$ cat src/hdl/sbt_pkg.sv
// Types and constants shared by the stereo blob triangulation modules.
package sbt_pkg;

  typedef enum logic [1:0] {
    ST_OK       = 2'd0,
    ST_NO_ROUND = 2'd1,
    ST_NEG_DISP = 2'd2,
    ST_TOO_FAR  = 2'd3
  } status_e;

  typedef enum logic [2:0] {
    CFG_FOCAL_X    = 3'd0,
    CFG_FOCAL_Y    = 3'd1,
    CFG_CENTER_X   = 3'd2,
    CFG_CENTER_Y   = 3'd3,
    CFG_BASELINE   = 3'd4,
    CFG_MOUNT_H    = 3'd5,
    CFG_DEPTH_LIM  = 3'd6,
    CFG_ASPECT_TOL = 3'd7
  } cfg_idx_e;

  typedef enum logic [2:0] {
    BK_IDLE,
    BK_PREP,
    BK_MUL,
    BK_CHK,
    BK_DIV,
    BK_DONE
  } back_state_e;

  typedef struct packed {
    logic [15:0] focal_x_q8;
    logic [15:0] focal_y_q8;
    logic [8:0]  center_x;
    logic [7:0]  center_y;
    logic [15:0] baseline_q4;
    logic [11:0] mount_height_mm;
    logic [11:0] depth_limit_mm;
    logic [8:0]  aspect_tol_q8;
  } cfg_t;

  typedef struct packed {
    logic       left_found;
    logic       right_found;
    logic [8:0] left_x;
    logic [7:0] left_y;
    logic [8:0] right_x;
    logic [7:0] right_y;
  } job_t;

  localparam int CFG_DATA_W = 16;

  localparam logic [15:0] RST_FOCAL_X    = 16'd56000;
  localparam logic [15:0] RST_FOCAL_Y    = 16'd53760;
  localparam logic [8:0]  RST_CENTER_X   = 9'd160;
  localparam logic [7:0]  RST_CENTER_Y   = 8'd92;
  localparam logic [15:0] RST_BASELINE   = 16'd3454;
  localparam logic [11:0] RST_MOUNT_H    = 12'd260;
  localparam logic [11:0] RST_DEPTH_LIM  = 12'd2000;
  localparam logic [8:0]  RST_ASPECT_TOL = 9'd256;

  localparam int DIV_NUM_W = 41;
  localparam int DIV_DEN_W = 26;
  localparam int DIV_CNT_W = 6;
  localparam logic [DIV_CNT_W-1:0] DIV_LAST = DIV_CNT_W'(DIV_NUM_W - 1);

endpackage

$ cat src/hdl/sbt_front.sv
// Front end: roundness test, per-camera blob capture and job hand-off at frame end.
module sbt_front (
  input  logic          clk_i,
  input  logic          rst_ni,
  input  logic          in_valid_i,
  output logic          in_stall_o,
  input  logic          camera_id_i,
  input  logic [8:0]    blob_x_i,
  input  logic [7:0]    blob_y_i,
  input  logic [8:0]    blob_width_i,
  input  logic [7:0]    blob_height_i,
  input  logic          frame_end_i,
  input  logic [8:0]    aspect_tol_i,
  input  logic          full_i,
  output logic          push_o,
  output sbt_pkg::job_t job_o
);

  logic              lf_q, rf_q;
  logic [8:0]        lx_q, rx_q;
  logic [7:0]        ly_q, ry_q;
  logic signed [10:0] lo_f, hi_f;
  logic signed [20:0] w21, h21, lo_p, hi_p;
  logic              round, accept, take_l, take_r;

  // Bounds are w*(256-tol) and w*(256+tol); a large tolerance drives the lower one negative.
  assign lo_f = 11'sd256 - $signed({2'b00, aspect_tol_i});
  assign hi_f = 11'sd256 + $signed({2'b00, aspect_tol_i});
  assign w21  = $signed({12'd0, blob_width_i});
  assign h21  = $signed({5'd0, blob_height_i, 8'd0});
  assign lo_p = w21 * $signed({{10{lo_f[10]}}, lo_f});
  assign hi_p = w21 * $signed({{10{hi_f[10]}}, hi_f});
  assign round = (lo_p < h21) && (h21 < hi_p);

  assign in_stall_o = full_i;
  assign accept     = in_valid_i && !in_stall_o;
  assign take_l     = round && !camera_id_i && !lf_q;
  assign take_r     = round && camera_id_i && !rf_q;
  assign push_o     = accept && frame_end_i;

  always_comb begin
    job_o.left_found  = lf_q || take_l;
    job_o.right_found = rf_q || take_r;
    job_o.left_x      = take_l ? blob_x_i : lx_q;
    job_o.left_y      = take_l ? blob_y_i : ly_q;
    job_o.right_x     = take_r ? blob_x_i : rx_q;
    job_o.right_y     = take_r ? blob_y_i : ry_q;
  end

  always_ff @(posedge clk_i or negedge rst_ni) begin
    if (!rst_ni) begin
      lf_q <= 1'b0;
      rf_q <= 1'b0;
      lx_q <= '0;
      ly_q <= '0;
      rx_q <= '0;
      ry_q <= '0;
    end else if (accept) begin
      if (frame_end_i) begin
        lf_q <= 1'b0;
        rf_q <= 1'b0;
        lx_q <= '0;
        ly_q <= '0;
        rx_q <= '0;
        ry_q <= '0;
      end else begin
        if (take_l) begin
          lf_q <= 1'b1;
          lx_q <= blob_x_i;
          ly_q <= blob_y_i;
        end
        if (take_r) begin
          rf_q <= 1'b1;
          rx_q <= blob_x_i;
          ry_q <= blob_y_i;
        end
      end
    end
  end

endmodule

$ cat src/hdl/sbt_queue.sv
// Two-entry job queue between the front end and the arithmetic back end.
module sbt_queue (
  input  logic          clk_i,
  input  logic          rst_ni,
  input  logic          push_i,
  input  sbt_pkg::job_t job_i,
  input  logic          pop_i,
  output sbt_pkg::job_t job_o,
  output logic          empty_o,
  output logic          full_o
);

  sbt_pkg::job_t mem_q [2];
  logic          wr_q, rd_q;
  logic [1:0]    cnt_q;

  assign empty_o = (cnt_q == 2'd0);
  assign full_o  = (cnt_q == 2'd2);
  assign job_o   = mem_q[rd_q];

  always_ff @(posedge clk_i) begin
    if (push_i) begin
      mem_q[wr_q] <= job_i;
    end
  end

  always_ff @(posedge clk_i or negedge rst_ni) begin
    if (!rst_ni) begin
      wr_q  <= 1'b0;
      rd_q  <= 1'b0;
      cnt_q <= 2'd0;
    end else begin
      if (push_i) begin
        wr_q <= ~wr_q;
      end
      if (pop_i) begin
        rd_q <= ~rd_q;
      end
      if (push_i && !pop_i) begin
        cnt_q <= cnt_q + 2'd1;
      end else if (pop_i && !push_i) begin
        cnt_q <= cnt_q - 2'd1;
      end
    end
  end

endmodule

$ cat src/hdl/sbt_div.sv
// Restoring unsigned divider, one quotient bit per cycle.
module sbt_div (
  input  logic                           clk_i,
  input  logic                           rst_ni,
  input  logic                           start_i,
  input  logic [sbt_pkg::DIV_NUM_W-1:0]  num_i,
  input  logic [sbt_pkg::DIV_DEN_W-1:0]  den_i,
  output logic                           done_o,
  output logic [sbt_pkg::DIV_NUM_W-1:0]  quo_o
);

  logic                          busy_q, done_q;
  logic [sbt_pkg::DIV_CNT_W-1:0] cnt_q;
  logic [sbt_pkg::DIV_DEN_W-1:0] rem_q, den_q, rem_d;
  logic [sbt_pkg::DIV_NUM_W-1:0] nq_q;
  logic [sbt_pkg::DIV_DEN_W:0]   trial;
  logic                          ge;

  // The dividend shifts out at the top while quotient bits shift in at the bottom.
  assign trial = {rem_q, nq_q[sbt_pkg::DIV_NUM_W-1]};
  assign ge    = (trial >= {1'b0, den_q});
  assign rem_d = ge ? sbt_pkg::DIV_DEN_W'(trial - {1'b0, den_q})
                    : trial[sbt_pkg::DIV_DEN_W-1:0];
  assign done_o = done_q;
  assign quo_o  = nq_q;

  always_ff @(posedge clk_i) begin
    if (start_i) begin
      rem_q <= '0;
      nq_q  <= num_i;
      den_q <= den_i;
    end else if (busy_q) begin
      rem_q <= rem_d;
      nq_q  <= {nq_q[sbt_pkg::DIV_NUM_W-2:0], ge};
    end
  end

  always_ff @(posedge clk_i or negedge rst_ni) begin
    if (!rst_ni) begin
      busy_q <= 1'b0;
      done_q <= 1'b0;
      cnt_q  <= '0;
    end else begin
      done_q <= 1'b0;
      if (start_i) begin
        busy_q <= 1'b1;
        cnt_q  <= '0;
      end else if (busy_q) begin
        cnt_q <= cnt_q + 1'b1;
        if (cnt_q == sbt_pkg::DIV_LAST) begin
          busy_q <= 1'b0;
          done_q <= 1'b1;
        end
      end
    end
  end

endmodule

$ cat src/hdl/sbt_back.sv
// Back end: disparity checks, depth and position arithmetic, result register.
module sbt_back (
  input  logic                  clk_i,
  input  logic                  rst_ni,
  input  sbt_pkg::cfg_t         cfg_i,
  input  logic                  empty_i,
  input  sbt_pkg::job_t         job_i,
  output logic                  pop_o,
  output logic                  out_valid_o,
  input  logic                  out_stall_i,
  output logic [1:0]            status_o,
  output logic signed [20:0]    world_x_q4_o,
  output logic signed [20:0]    world_y_q4_o,
  output logic [15:0]           world_z_q4_o
);

  sbt_pkg::back_state_e state_q, state_d;
  sbt_pkg::job_t        j_q;
  sbt_pkg::status_e     st_q, st_c;

  logic signed [10:0] d_q;
  logic signed [11:0] sx_q;
  logic signed [10:0] sy_q;
  logic [31:0]        p_q;
  logic [15:0]        fy_q;
  logic [20:0]        lim_q;
  logic [25:0]        sxb_q, deny_q;
  logic [40:0]        syp_q;
  logic [9:0]         sx_mag;
  logic [8:0]         sy_mag;

  logic        div_start, div_done, done_z, done_x, done_y;
  logic [40:0] qz, qx, qy;

  logic        out_free, out_load, out_valid_q;
  logic [1:0]  status_q;
  logic signed [20:0] wx_q, wy_q;
  logic [15:0] wz_q;
  logic signed [41:0] vx;
  logic signed [43:0] vy;
  logic signed [20:0] wx_c, wy_c;
  logic [15:0] wz_c;

  assign sx_mag = sx_q[11] ? 10'(-sx_q) : sx_q[9:0];
  assign sy_mag = sy_q[10] ? 9'(-sy_q) : sy_q[8:0];

  // Depth is rejected when disparity is zero or focal*baseline exceeds limit*4096*disparity.
  always_comb begin
    if (!j_q.left_found || !j_q.right_found) begin
      st_c = sbt_pkg::ST_NO_ROUND;
    end else if (d_q < 0) begin
      st_c = sbt_pkg::ST_NEG_DISP;
    end else if (d_q == 0 || {1'b0, p_q} > {lim_q, 12'd0}) begin
      st_c = sbt_pkg::ST_TOO_FAR;
    end else begin
      st_c = sbt_pkg::ST_OK;
    end
  end

  always_comb begin
    state_d = state_q;
    case (state_q)
      sbt_pkg::BK_IDLE: if (!empty_i) state_d = sbt_pkg::BK_PREP;
      sbt_pkg::BK_PREP: state_d = sbt_pkg::BK_MUL;
      sbt_pkg::BK_MUL:  state_d = sbt_pkg::BK_CHK;
      sbt_pkg::BK_CHK: begin
        state_d = (st_c == sbt_pkg::ST_OK) ? sbt_pkg::BK_DIV : sbt_pkg::BK_DONE;
      end
      sbt_pkg::BK_DIV:  if (div_done) state_d = sbt_pkg::BK_DONE;
      sbt_pkg::BK_DONE: if (out_free) state_d = sbt_pkg::BK_IDLE;
      default:          state_d = sbt_pkg::BK_IDLE;
    endcase
  end

  always_comb begin
    pop_o     = 1'b0;
    div_start = 1'b0;
    out_load  = 1'b0;
    case (state_q)
      sbt_pkg::BK_IDLE: pop_o = !empty_i;
      sbt_pkg::BK_CHK:  div_start = (st_c == sbt_pkg::ST_OK);
      sbt_pkg::BK_DONE: out_load = out_free;
      default: ;
    endcase
  end

  always_ff @(posedge clk_i or negedge rst_ni) begin
    if (!rst_ni) begin
      state_q <= sbt_pkg::BK_IDLE;
    end else begin
      state_q <= state_d;
    end
  end

  always_ff @(posedge clk_i) begin
    if (pop_o) begin
      j_q <= job_i;
    end
    if (state_q == sbt_pkg::BK_PREP) begin
      d_q  <= $signed({2'b00, j_q.left_x}) - $signed({2'b00, j_q.right_x});
      sx_q <= $signed({3'b000, j_q.left_x}) + $signed({3'b000, j_q.right_x})
              - $signed({2'b00, cfg_i.center_x, 1'b0});
      sy_q <= $signed({3'b000, j_q.left_y}) + $signed({3'b000, j_q.right_y})
              - $signed({2'b00, cfg_i.center_y, 1'b0});
      p_q  <= 32'(cfg_i.focal_x_q8 * cfg_i.baseline_q4);
      fy_q <= (cfg_i.focal_y_q8 == 16'd0) ? 16'd1 : cfg_i.focal_y_q8;
    end
    if (state_q == sbt_pkg::BK_MUL) begin
      lim_q  <= 21'(cfg_i.depth_limit_mm * d_q[8:0]);
      sxb_q  <= 26'(sx_mag * cfg_i.baseline_q4);
      syp_q  <= 41'(sy_mag * p_q);
      deny_q <= 26'({d_q[8:0], 1'b0} * fy_q);
    end
    if (state_q == sbt_pkg::BK_CHK) begin
      st_q <= st_c;
    end
  end

  sbt_div u_div_z (
    .clk_i  (clk_i),
    .rst_ni (rst_ni),
    .start_i(div_start),
    .num_i  ({17'd0, p_q[31:8]}),
    .den_i  ({17'd0, d_q[8:0]}),
    .done_o (done_z),
    .quo_o  (qz)
  );

  sbt_div u_div_x (
    .clk_i  (clk_i),
    .rst_ni (rst_ni),
    .start_i(div_start),
    .num_i  ({15'd0, sxb_q}),
    .den_i  ({16'd0, d_q[8:0], 1'b0}),
    .done_o (done_x),
    .quo_o  (qx)
  );

  sbt_div u_div_y (
    .clk_i  (clk_i),
    .rst_ni (rst_ni),
    .start_i(div_start),
    .num_i  (syp_q),
    .den_i  (deny_q),
    .done_o (done_y),
    .quo_o  (qy)
  );

  assign div_done = done_z && done_x && done_y;

  // Quotients are magnitudes; the signs of the pixel sums are put back here.
  always_comb begin
    wz_c = (qz > 41'd65535) ? 16'hFFFF : qz[15:0];
    vx   = sx_q[11] ? -$signed({1'b0, qx}) : $signed({1'b0, qx});
    vy   = $signed({28'd0, cfg_i.mount_height_mm, 4'd0})
           - (sy_q[10] ? -$signed({3'b000, qy}) : $signed({3'b000, qy}));
    if (vx > 42'sd1048575) begin
      wx_c = 21'sd1048575;
    end else if (vx < -42'sd1048576) begin
      wx_c = -21'sd1048576;
    end else begin
      wx_c = vx[20:0];
    end
    if (vy > 44'sd1048575) begin
      wy_c = 21'sd1048575;
    end else if (vy < -44'sd1048576) begin
      wy_c = -21'sd1048576;
    end else begin
      wy_c = vy[20:0];
    end
  end

  assign out_free = !out_valid_q || !out_stall_i;

  always_ff @(posedge clk_i or negedge rst_ni) begin
    if (!rst_ni) begin
      out_valid_q <= 1'b0;
    end else if (out_load) begin
      out_valid_q <= 1'b1;
    end else if (!out_stall_i) begin
      out_valid_q <= 1'b0;
    end
  end

  always_ff @(posedge clk_i) begin
    if (out_load) begin
      status_q <= st_q;
      if (st_q == sbt_pkg::ST_OK) begin
        wx_q <= wx_c;
        wy_q <= wy_c;
        wz_q <= wz_c;
      end else begin
        wx_q <= '0;
        wy_q <= '0;
        wz_q <= '0;
      end
    end
  end

  assign out_valid_o  = out_valid_q;
  assign status_o     = status_q;
  assign world_x_q4_o = wx_q;
  assign world_y_q4_o = wy_q;
  assign world_z_q4_o = wz_q;

endmodule

$ cat src/hdl/stereo_blob_triangulation.sv
// Top level of the stereo blob triangulation block: configuration registers and wiring.
//
//   channel | direction | handshake               | beat
//   in      | input     | in_valid_i / in_stall_o   | one blob, camera tag, frame-end mark
//   out     | output    | out_valid_o / out_stall_i | status and world x, y, z
//   cfg     | input     | cfg_we_i                  | register index and data
//
// A blob without the frame-end mark is taken whenever the queue is not full. A frame-end
// beat walks the back-end states prep, mul, chk, div and done when a position is
// computed, div lasting until three 41-step restoring dividers that run side by side
// finish, and skips div when the frame is rejected; the two-entry queue lets the front
// keep taking blobs meanwhile until it fills. Reset is asynchronous and active low and
// clears all control state. A stalled result holds in the output register.
module stereo_blob_triangulation (
  input  logic                           clk_i,
  input  logic                           rst_ni,
  input  logic                           in_valid_i,
  output logic                           in_stall_o,
  input  logic                           camera_id_i,
  input  logic [8:0]                     blob_x_i,
  input  logic [7:0]                     blob_y_i,
  input  logic [8:0]                     blob_width_i,
  input  logic [7:0]                     blob_height_i,
  input  logic                           frame_end_i,
  output logic                           out_valid_o,
  input  logic                           out_stall_i,
  output logic [1:0]                     status_o,
  output logic signed [20:0]             world_x_q4_o,
  output logic signed [20:0]             world_y_q4_o,
  output logic [15:0]                    world_z_q4_o,
  input  logic                           cfg_we_i,
  input  logic [2:0]                     cfg_idx_i,
  input  logic [sbt_pkg::CFG_DATA_W-1:0] cfg_data_i
);

  sbt_pkg::cfg_t cfg_q;
  sbt_pkg::job_t push_job, pop_job;
  logic          push, pop, empty, full;

  always_ff @(posedge clk_i or negedge rst_ni) begin
    if (!rst_ni) begin
      cfg_q.focal_x_q8      <= sbt_pkg::RST_FOCAL_X;
      cfg_q.focal_y_q8      <= sbt_pkg::RST_FOCAL_Y;
      cfg_q.center_x        <= sbt_pkg::RST_CENTER_X;
      cfg_q.center_y        <= sbt_pkg::RST_CENTER_Y;
      cfg_q.baseline_q4     <= sbt_pkg::RST_BASELINE;
      cfg_q.mount_height_mm <= sbt_pkg::RST_MOUNT_H;
      cfg_q.depth_limit_mm  <= sbt_pkg::RST_DEPTH_LIM;
      cfg_q.aspect_tol_q8   <= sbt_pkg::RST_ASPECT_TOL;
    end else if (cfg_we_i) begin
      case (sbt_pkg::cfg_idx_e'(cfg_idx_i))
        sbt_pkg::CFG_FOCAL_X:    cfg_q.focal_x_q8      <= cfg_data_i;
        sbt_pkg::CFG_FOCAL_Y:    cfg_q.focal_y_q8      <= cfg_data_i;
        sbt_pkg::CFG_CENTER_X:   cfg_q.center_x        <= cfg_data_i[8:0];
        sbt_pkg::CFG_CENTER_Y:   cfg_q.center_y        <= cfg_data_i[7:0];
        sbt_pkg::CFG_BASELINE:   cfg_q.baseline_q4     <= cfg_data_i;
        sbt_pkg::CFG_MOUNT_H:    cfg_q.mount_height_mm <= cfg_data_i[11:0];
        sbt_pkg::CFG_DEPTH_LIM:  cfg_q.depth_limit_mm  <= cfg_data_i[11:0];
        sbt_pkg::CFG_ASPECT_TOL: cfg_q.aspect_tol_q8   <= cfg_data_i[8:0];
        default: ;
      endcase
    end
  end

  sbt_front u_front (
    .clk_i        (clk_i),
    .rst_ni       (rst_ni),
    .in_valid_i   (in_valid_i),
    .in_stall_o   (in_stall_o),
    .camera_id_i  (camera_id_i),
    .blob_x_i     (blob_x_i),
    .blob_y_i     (blob_y_i),
    .blob_width_i (blob_width_i),
    .blob_height_i(blob_height_i),
    .frame_end_i  (frame_end_i),
    .aspect_tol_i (cfg_q.aspect_tol_q8),
    .full_i       (full),
    .push_o       (push),
    .job_o        (push_job)
  );

  sbt_queue u_queue (
    .clk_i  (clk_i),
    .rst_ni (rst_ni),
    .push_i (push),
    .job_i  (push_job),
    .pop_i  (pop),
    .job_o  (pop_job),
    .empty_o(empty),
    .full_o (full)
  );

  sbt_back u_back (
    .clk_i       (clk_i),
    .rst_ni      (rst_ni),
    .cfg_i       (cfg_q),
    .empty_i     (empty),
    .job_i       (pop_job),
    .pop_o       (pop),
    .out_valid_o (out_valid_o),
    .out_stall_i (out_stall_i),
    .status_o    (status_o),
    .world_x_q4_o(world_x_q4_o),
    .world_y_q4_o(world_y_q4_o),
    .world_z_q4_o(world_z_q4_o)
  );

endmodule

$ cat config.mk
export PLATFORM = sky130hd
export DESIGN_NAME = stereo_blob_triangulation
export DESIGN_NICKNAME = d
export VERILOG_FILES = /design/src/hdl/sbt_pkg.sv /design/src/hdl/sbt_front.sv /design/src/hdl/sbt_queue.sv /design/src/hdl/sbt_div.sv /design/src/hdl/sbt_back.sv /design/src/hdl/stereo_blob_triangulation.sv
export SDC_FILE = /design/constraint.sdc
export NUM_CORES = 2
export LEC_CHECK = 0
export BUFFER_PORTS_ARGS = -buffer_cell sky130_fd_sc_hd__buf_4
export CAP_MARGIN = 10
export CORE_MARGIN = 2
export CORE_UTILIZATION = 35
export DETAILED_ROUTE_END_ITERATION = 12
export MAX_ROUTING_LAYER = met4
export PLACE_DENSITY_LB_ADDON = 0.1
export SLEW_MARGIN = 20
export SYNTH_ARGS = -nofsm -noshare
export SYNTH_HDL_FRONTEND = slang
export SYNTH_HIERARCHICAL = 1
export SYNTH_SLANG_ARGS = --single-unit
$ cat constraint.sdc
create_clock -name clk_i -period 10.3 [get_ports clk_i]
set_input_delay 0.515 -clock clk_i [delete_from_list [all_inputs] [get_ports clk_i]]
set_output_delay 0.515 -clock clk_i [all_outputs]
set_load 0.1 [all_outputs]
* Yosys cells after proc, flatten, opt, wreduce, memory -nomap -nowiden
Memories as Yosys holds them, arrays and structs flattened. A register that Yosys moved wholly into a read port is not among the register bits. Cells that the tools add are included.
Storage, ports and cells: register bits after elaboration 657, bits in writable memories 72, bits of input ports 60, output and inout bits 62, word-level logic and storage cells 241, memories 1
Memory list:
- u_queue.mem_q | depth 2, bits a word 36, read ports 1, clocked after memory_dff 1, write ports 1, line sbt_queue.sv:13 | sbt_pkg::job_t mem_q [2];
Operators by class: $add $sub $neg 20, multiply operators 7, order comparisons 12, equal/unequal tests 20, mux-type cells 71, bitwise logic cells 3, reduce and logical (&&, ||, !) cells 53
Operators by type and width (count):
- two-way mux 26 bit | 5
- two-way mux 41 bit | 2
- two-way mux 24 bit | 2
- two-way mux 9 bit | 5
- > comparator 44 x 21 -> 1 bit (second input constant) | 1
- < comparator 44 x 21 -> 1 bit (second input constant) | 1
- two-way mux 44 bit | 1
- negator 41 -> 44 bit | 1
- subtractor 17 x 44 -> 44 bit | 1
- > comparator 42 x 21 -> 1 bit (second input constant) | 1
- < comparator 42 x 21 -> 1 bit (second input constant) | 1
- two-way mux 21 bit | 2
- two-way mux 42 bit | 1
- negator 41 -> 42 bit | 1
- > comparator 41 x 16 -> 1 bit (second input constant) | 1
- multiplier 9 x 32 -> 41 bit | 1
- two-way mux 20 bit | 2
- two-way mux 6 bit | 6
- > comparator 32 x 33 -> 1 bit | 1
- zero test 32 bit | 1
- multiplier 16 x 16 -> 32 bit | 1
- two-way mux 8 bit | 4
- two-way mux 1 bit | 30
- >= comparator 27 x 10 -> 1 bit | 1
- 48 further kinds | 113

* Logic depth before layout (Yosys ltp)
depth in word-level cells 8, depth in mapped cells 35, gate-level depth less buffers 31

* By module
The synthesis kept the hierarchy.
Modules (own cells, without submodules):
- sbt_back | times used 1, cells an instance 4817, area an instance 45379.8 µm², sequential area each 8778.4 µm²
- sbt_div | times used 3, cells an instance 522, area an instance 5595.4 µm², sequential area each 2732.6 µm²
- sbt_front | times used 1, cells an instance 1057, area an instance 8981.1 µm², sequential area each 900.9 µm²
- stereo_blob_triangulation | times used 1, cells an instance 216, area an instance 3818.7 µm², sequential area each 2496.1 µm²
- sbt_queue | times used 1, cells an instance 128, area an instance 2934.1 µm², sequential area each 2262.2 µm²

* Least setup slack after synthesis
OpenSTA, ideal clock, no wires.
path kind reg-to-reg, from register cfg_q[2] (netlist bit), to memory u_queue/mem_q[0][13] (netlist bit) (data pin), setup time 0.262 ns, arrival time 7.739 ns, data required time 10.038 ns, slack 2.299 ns, stages on the path, launching flop included 30, buffers on the path 1, clock period less this slack 8.001 ns, cells stage by stage dfrtp_1 -> nor4_1 -> nand2b_1 -> o41ai_1 -> or2_2 -> fa_1 -> fa_1 -> inv_1 -> fa_1 -> fa_1 -> inv_1 -> fa_1 -> inv_1 -> ha_1 -> a21oi_1 -> o21ai_0 -> a21o_1 -> or3_1 -> a21oi_1 -> xnor2_1 -> ha_1 -> nand2_1 -> o21ai_0 -> nor2_1 -> o21a_1 -> o32a_1 -> a311oi_4 -> nor2_4 -> buf_6 -> mux2_4
RTL lines:
- from (decl) | line stereo_blob_triangulation.sv:36 | sbt_pkg::cfg_t cfg_q;
- to (decl) | line sbt_queue.sv:13

==> results.sh <==
export IMPL_hp_class="in2reg"
export IMPL_ios=122
export IMPL_antenna_found_initial=14
export IMPL_timing_final_crit_share=0.894
export IMPL_cp_buffers_inverters=3
export IMPL_r2r_start="cfg_q[3]"
export IMPL_slowest_stage="nor2_4"
export IMPL_overflow=0
export IMPL_numPortBuffers=121
export IMPL_core_area_mm2=0.222
export IMPL_clk_latency_ns=0.78
export IMPL_setup_viol=0
export IMPL_layout_common_cells="1210 x inv_1, 899 x nand2_1, 815 x fa_1"
export IMPL_avgRoutedWirePerCell_um=19.1
export IMPL_layout_commonest_cell="inv_1"
export IMPL_finClkSkew_ns=0.0565
export IMPL_cts_tree="built"
export IMPL_r2r_cells=29
export IMPL_hold_violations=0
export IMPL_relSlewSlack=0.304
export IMPL_met2_usage=0.311
export IMPL_cp_common_cell="fa_1"
export IMPL_grtUsageMet3=0.0174
export IMPL_rsz0062_at_grt="no"
export IMPL_grt_pass1_wl_um=332000
export IMPL_ant_nets=0
export IMPL_synth_seq_cells=806
export IMPL_h_tree_depth=3
export IMPL_r2r_slack_ns=1.10
export IMPL_grt_met1_usage=0.262
export IMPL_routed_wl_um=208000
export IMPL_cap_violations=0
export IMPL_ys_types=99
export IMPL_setup_worst_path_start="cfg_q[3]"
export IMPL_drive_gt1_frac=0.101
export IMPL_gp_congestion=0.850
export IMPL_worstMarginPinSlew_ns=1.04
export IMPL_dp_hpwl_um=154000
export IMPL_ctsResizeCount=0
export IMPL_firstDrtPassIters=8
export IMPL_hold_path_cell_count=3
export IMPL_syn_cell_area_mm2=0.0779
export IMPL_drc=0
export IMPL_initial_core_util=0.351
export IMPL_die_x_um=476
export IMPL_worst_setup_path_start_kind="flip-flop"
export IMPL_synthToLayoutAreaGrowth_pct=9.64
export IMPL_drtIter0Drc=2940
export IMPL_grt_max_degree=82
export IMPL_status="finished, final reports clean"
export IMPL_holdPathEnd="u_front/lf_q"
export IMPL_root_buffer="clkbuf_16"
export IMPL_min_period_ns=9.20
export IMPL_busiest_layer="met2"
export IMPL_fin_tns_setup_ns=0
export IMPL_max_freq_ghz=0.109
export IMPL_viasPerCell=4.97
export IMPL_grt_pass1_vias=56400
export IMPL_netlist_instances=7784
export IMPL_synth_async_reset_ratio=0.206
export IMPL_yosys_most_used_dff="edfxtp_1"
export IMPL_dieArea_mm2=0.226
export IMPL_track_usage=0.192
export IMPL_cpPeakStageDelay_ns=0.82
export IMPL_path_delay_family="adder cells"
export IMPL_min_from="camera_id_i"
export IMPL_rows=173
export IMPL_regToRegEndpoint="u_queue/mem_q[1][0]"
export IMPL_critPathRequiredTime_ns=10.80
export IMPL_crit_type="reg2reg"
export IMPL_layout_nets=9264
export IMPL_die_h_um=476
export IMPL_cts_made_buffers=102
export IMPL_slew_viol_final=0
export IMPL_critPathMaxFanout=30
export IMPL_seq_area_frac_synth=0.291
export IMPL_clk_pin_slew_ns=0.06
export IMPL_ys_warn_count=6
export IMPL_vias=54100
export IMPL_syn_avg_cell_area_um2=10.0
export IMPL_clockBufferDepth=3
export IMPL_crit_arrival_ns=9.70
export IMPL_synth_edff_count=562
export IMPL_end_kind="flip-flop"
export IMPL_cts_sinks=806
-- cell families after synthesis --
group | share of synthesized area
AOI/OAI and AO/OA | 0.0883
xor gates and xnor gates | 0.0399
adders and majority gates | 0.302
buffers and inverters | 0.0790
DFF | 0.291
muxes | 0.0526
other | 0.000145
and+or+nand+nor | 0.147
-- worst min-delay path, cell delays in order --
cell and delay, ns:
buf_4 0.12, or4_1 0.11, a21oi_1 0.06
-- Yosys cell counts (21+ instances only) --
cell type / n / area share
inv_1: 1210 / 0.058
nand2_1: 900 / 0.043
fa_1: 815 / 0.21
ha_1: 576 / 0.093
edfxtp_1: 562 / 0.22
and2_1: 402 / 0.032
clkbuf_1: 273 / 0.013
nor2_1: 269 / 0.013
mux2_2: 253 / 0.037
o21ai_0: 233 / 0.015
a21oi_1: 223 / 0.014
xnor2_1: 184 / 0.021
xor2_1: 171 / 0.019
nor2b_1: 165 / 0.013
dfrtp_1: 131 / 0.042
a21o_1: 90 / 0.0087
nand3_1: 81 / 0.0052
nor3_1: 79 / 0.0051
dfxtp_1: 78 / 0.020
nand2b_1: 77 / 0.0062
a211oi_1: 68 / 0.0066
or3_1: 67 / 0.0054
mux2i_1: 62 / 0.0080
o21a_1: 56 / 0.0054
a31oi_1: 47 / 0.0038
mux2_4: 42 / 0.0081
nand4_1: 41 / 0.0033
o31ai_1: 41 / 0.0040
nor4_1: 40 / 0.0032
dfstp_2: 35 / 0.012
o311ai_1: 34 / 0.0038
and3_1: 27 / 0.0022
nand3b_1: 26 / 0.0025
buf_1: 24 / 0.0012
o21bai_1: 21 / 0.0020
-- final cells by class --
type                       count  area (µm²)
fill                       22300      136000
tap                         2975        3720
clock inverter                49         448
timing repair buffer         207        1590
inverter                    1210        4540
antenna                       14        35.0
sequential                   806       22600
multi-input combinational   5486       49500
clock buffer                 144        2890
-- per-stage QoR --
step / hold slack [ns] / setup WS [ns] / area, µm² / util / std cells
after CTS: 0.0190 / 1.03 / 85400 / 0.385 / 10900
after detailed placement: 0.405 / 1.12 / 82000 / 0.370 / 10700
after floorplan: 0.219 / 2.30 / 78200 / - / 7851
final: 0.0888 / 1.10 / 85400 / 0.385 / 10900
after global placement: 0.402 / 1.14 / 82000 / 0.370 / 10700
after global routing: 0.0706 / 0.434 / 85400 / 0.385 / 10900
-- how the worst max path moves through the flow --
stage                     slack, ns  cells after the start                   end
after floorplan                2.30                     29  u_queue/mem_q[0][13]
after global placement         1.14                     29  u_queue/mem_q[0][11]
after detailed placement       1.12                     29  u_queue/mem_q[0][11]
after CTS                      1.03                     29   u_queue/mem_q[0][0]
after global routing           0.43                     29   u_queue/mem_q[0][0]
final                          1.10                     29   u_queue/mem_q[1][0]
-- what timing repair did --
action,in CTS,in global routing
endpoints found under the hold margin,66,0
setup buffers,0,0
hold buffers,5,0
-- layer usage --
| metal | up-vias | wire, µm |
|---|---|---|
| li1 | 25700 | - |
| met1 | 27300 | 98200 |
| met2 | 916 | 98400 |
| met3 | 209 | 6910 |
| met4 | 0 | 4710 |
| met5 | - | 0 |
-- flip-flops by register name (all words and copies together) (netlist names), 21 cells and up --
| name | flops |
|---|---|
| u_back/syp_q | 41 |
| u_queue/mem_q | 72 |
| u_back/u_div_z/rem_q | 26 |
| u_back/p_q | 32 |
| u_back/world_x_q4_o | 21 |
| u_back/lim_q | 21 |
| u_back/j_q | 36 |
| u_back/u_div_x/quo_o | 41 |
| cfg_q | 98 |
| u_back/deny_q | 25 |
| u_back/u_div_y/den_q | 26 |
| u_back/sxb_q | 26 |
| u_back/u_div_x/den_q | 26 |
| u_back/u_div_x/rem_q | 26 |
| u_back/world_y_q4_o | 21 |
| u_back/u_div_z/den_q | 26 |
| u_back/u_div_y/rem_q | 26 |
| u_back/u_div_y/quo_o | 41 |
| u_back/u_div_z/quo_o | 41 |
Power is not shown: default switching activity piles up to over one toggle a cycle in this logic, so the estimate is an artifact.
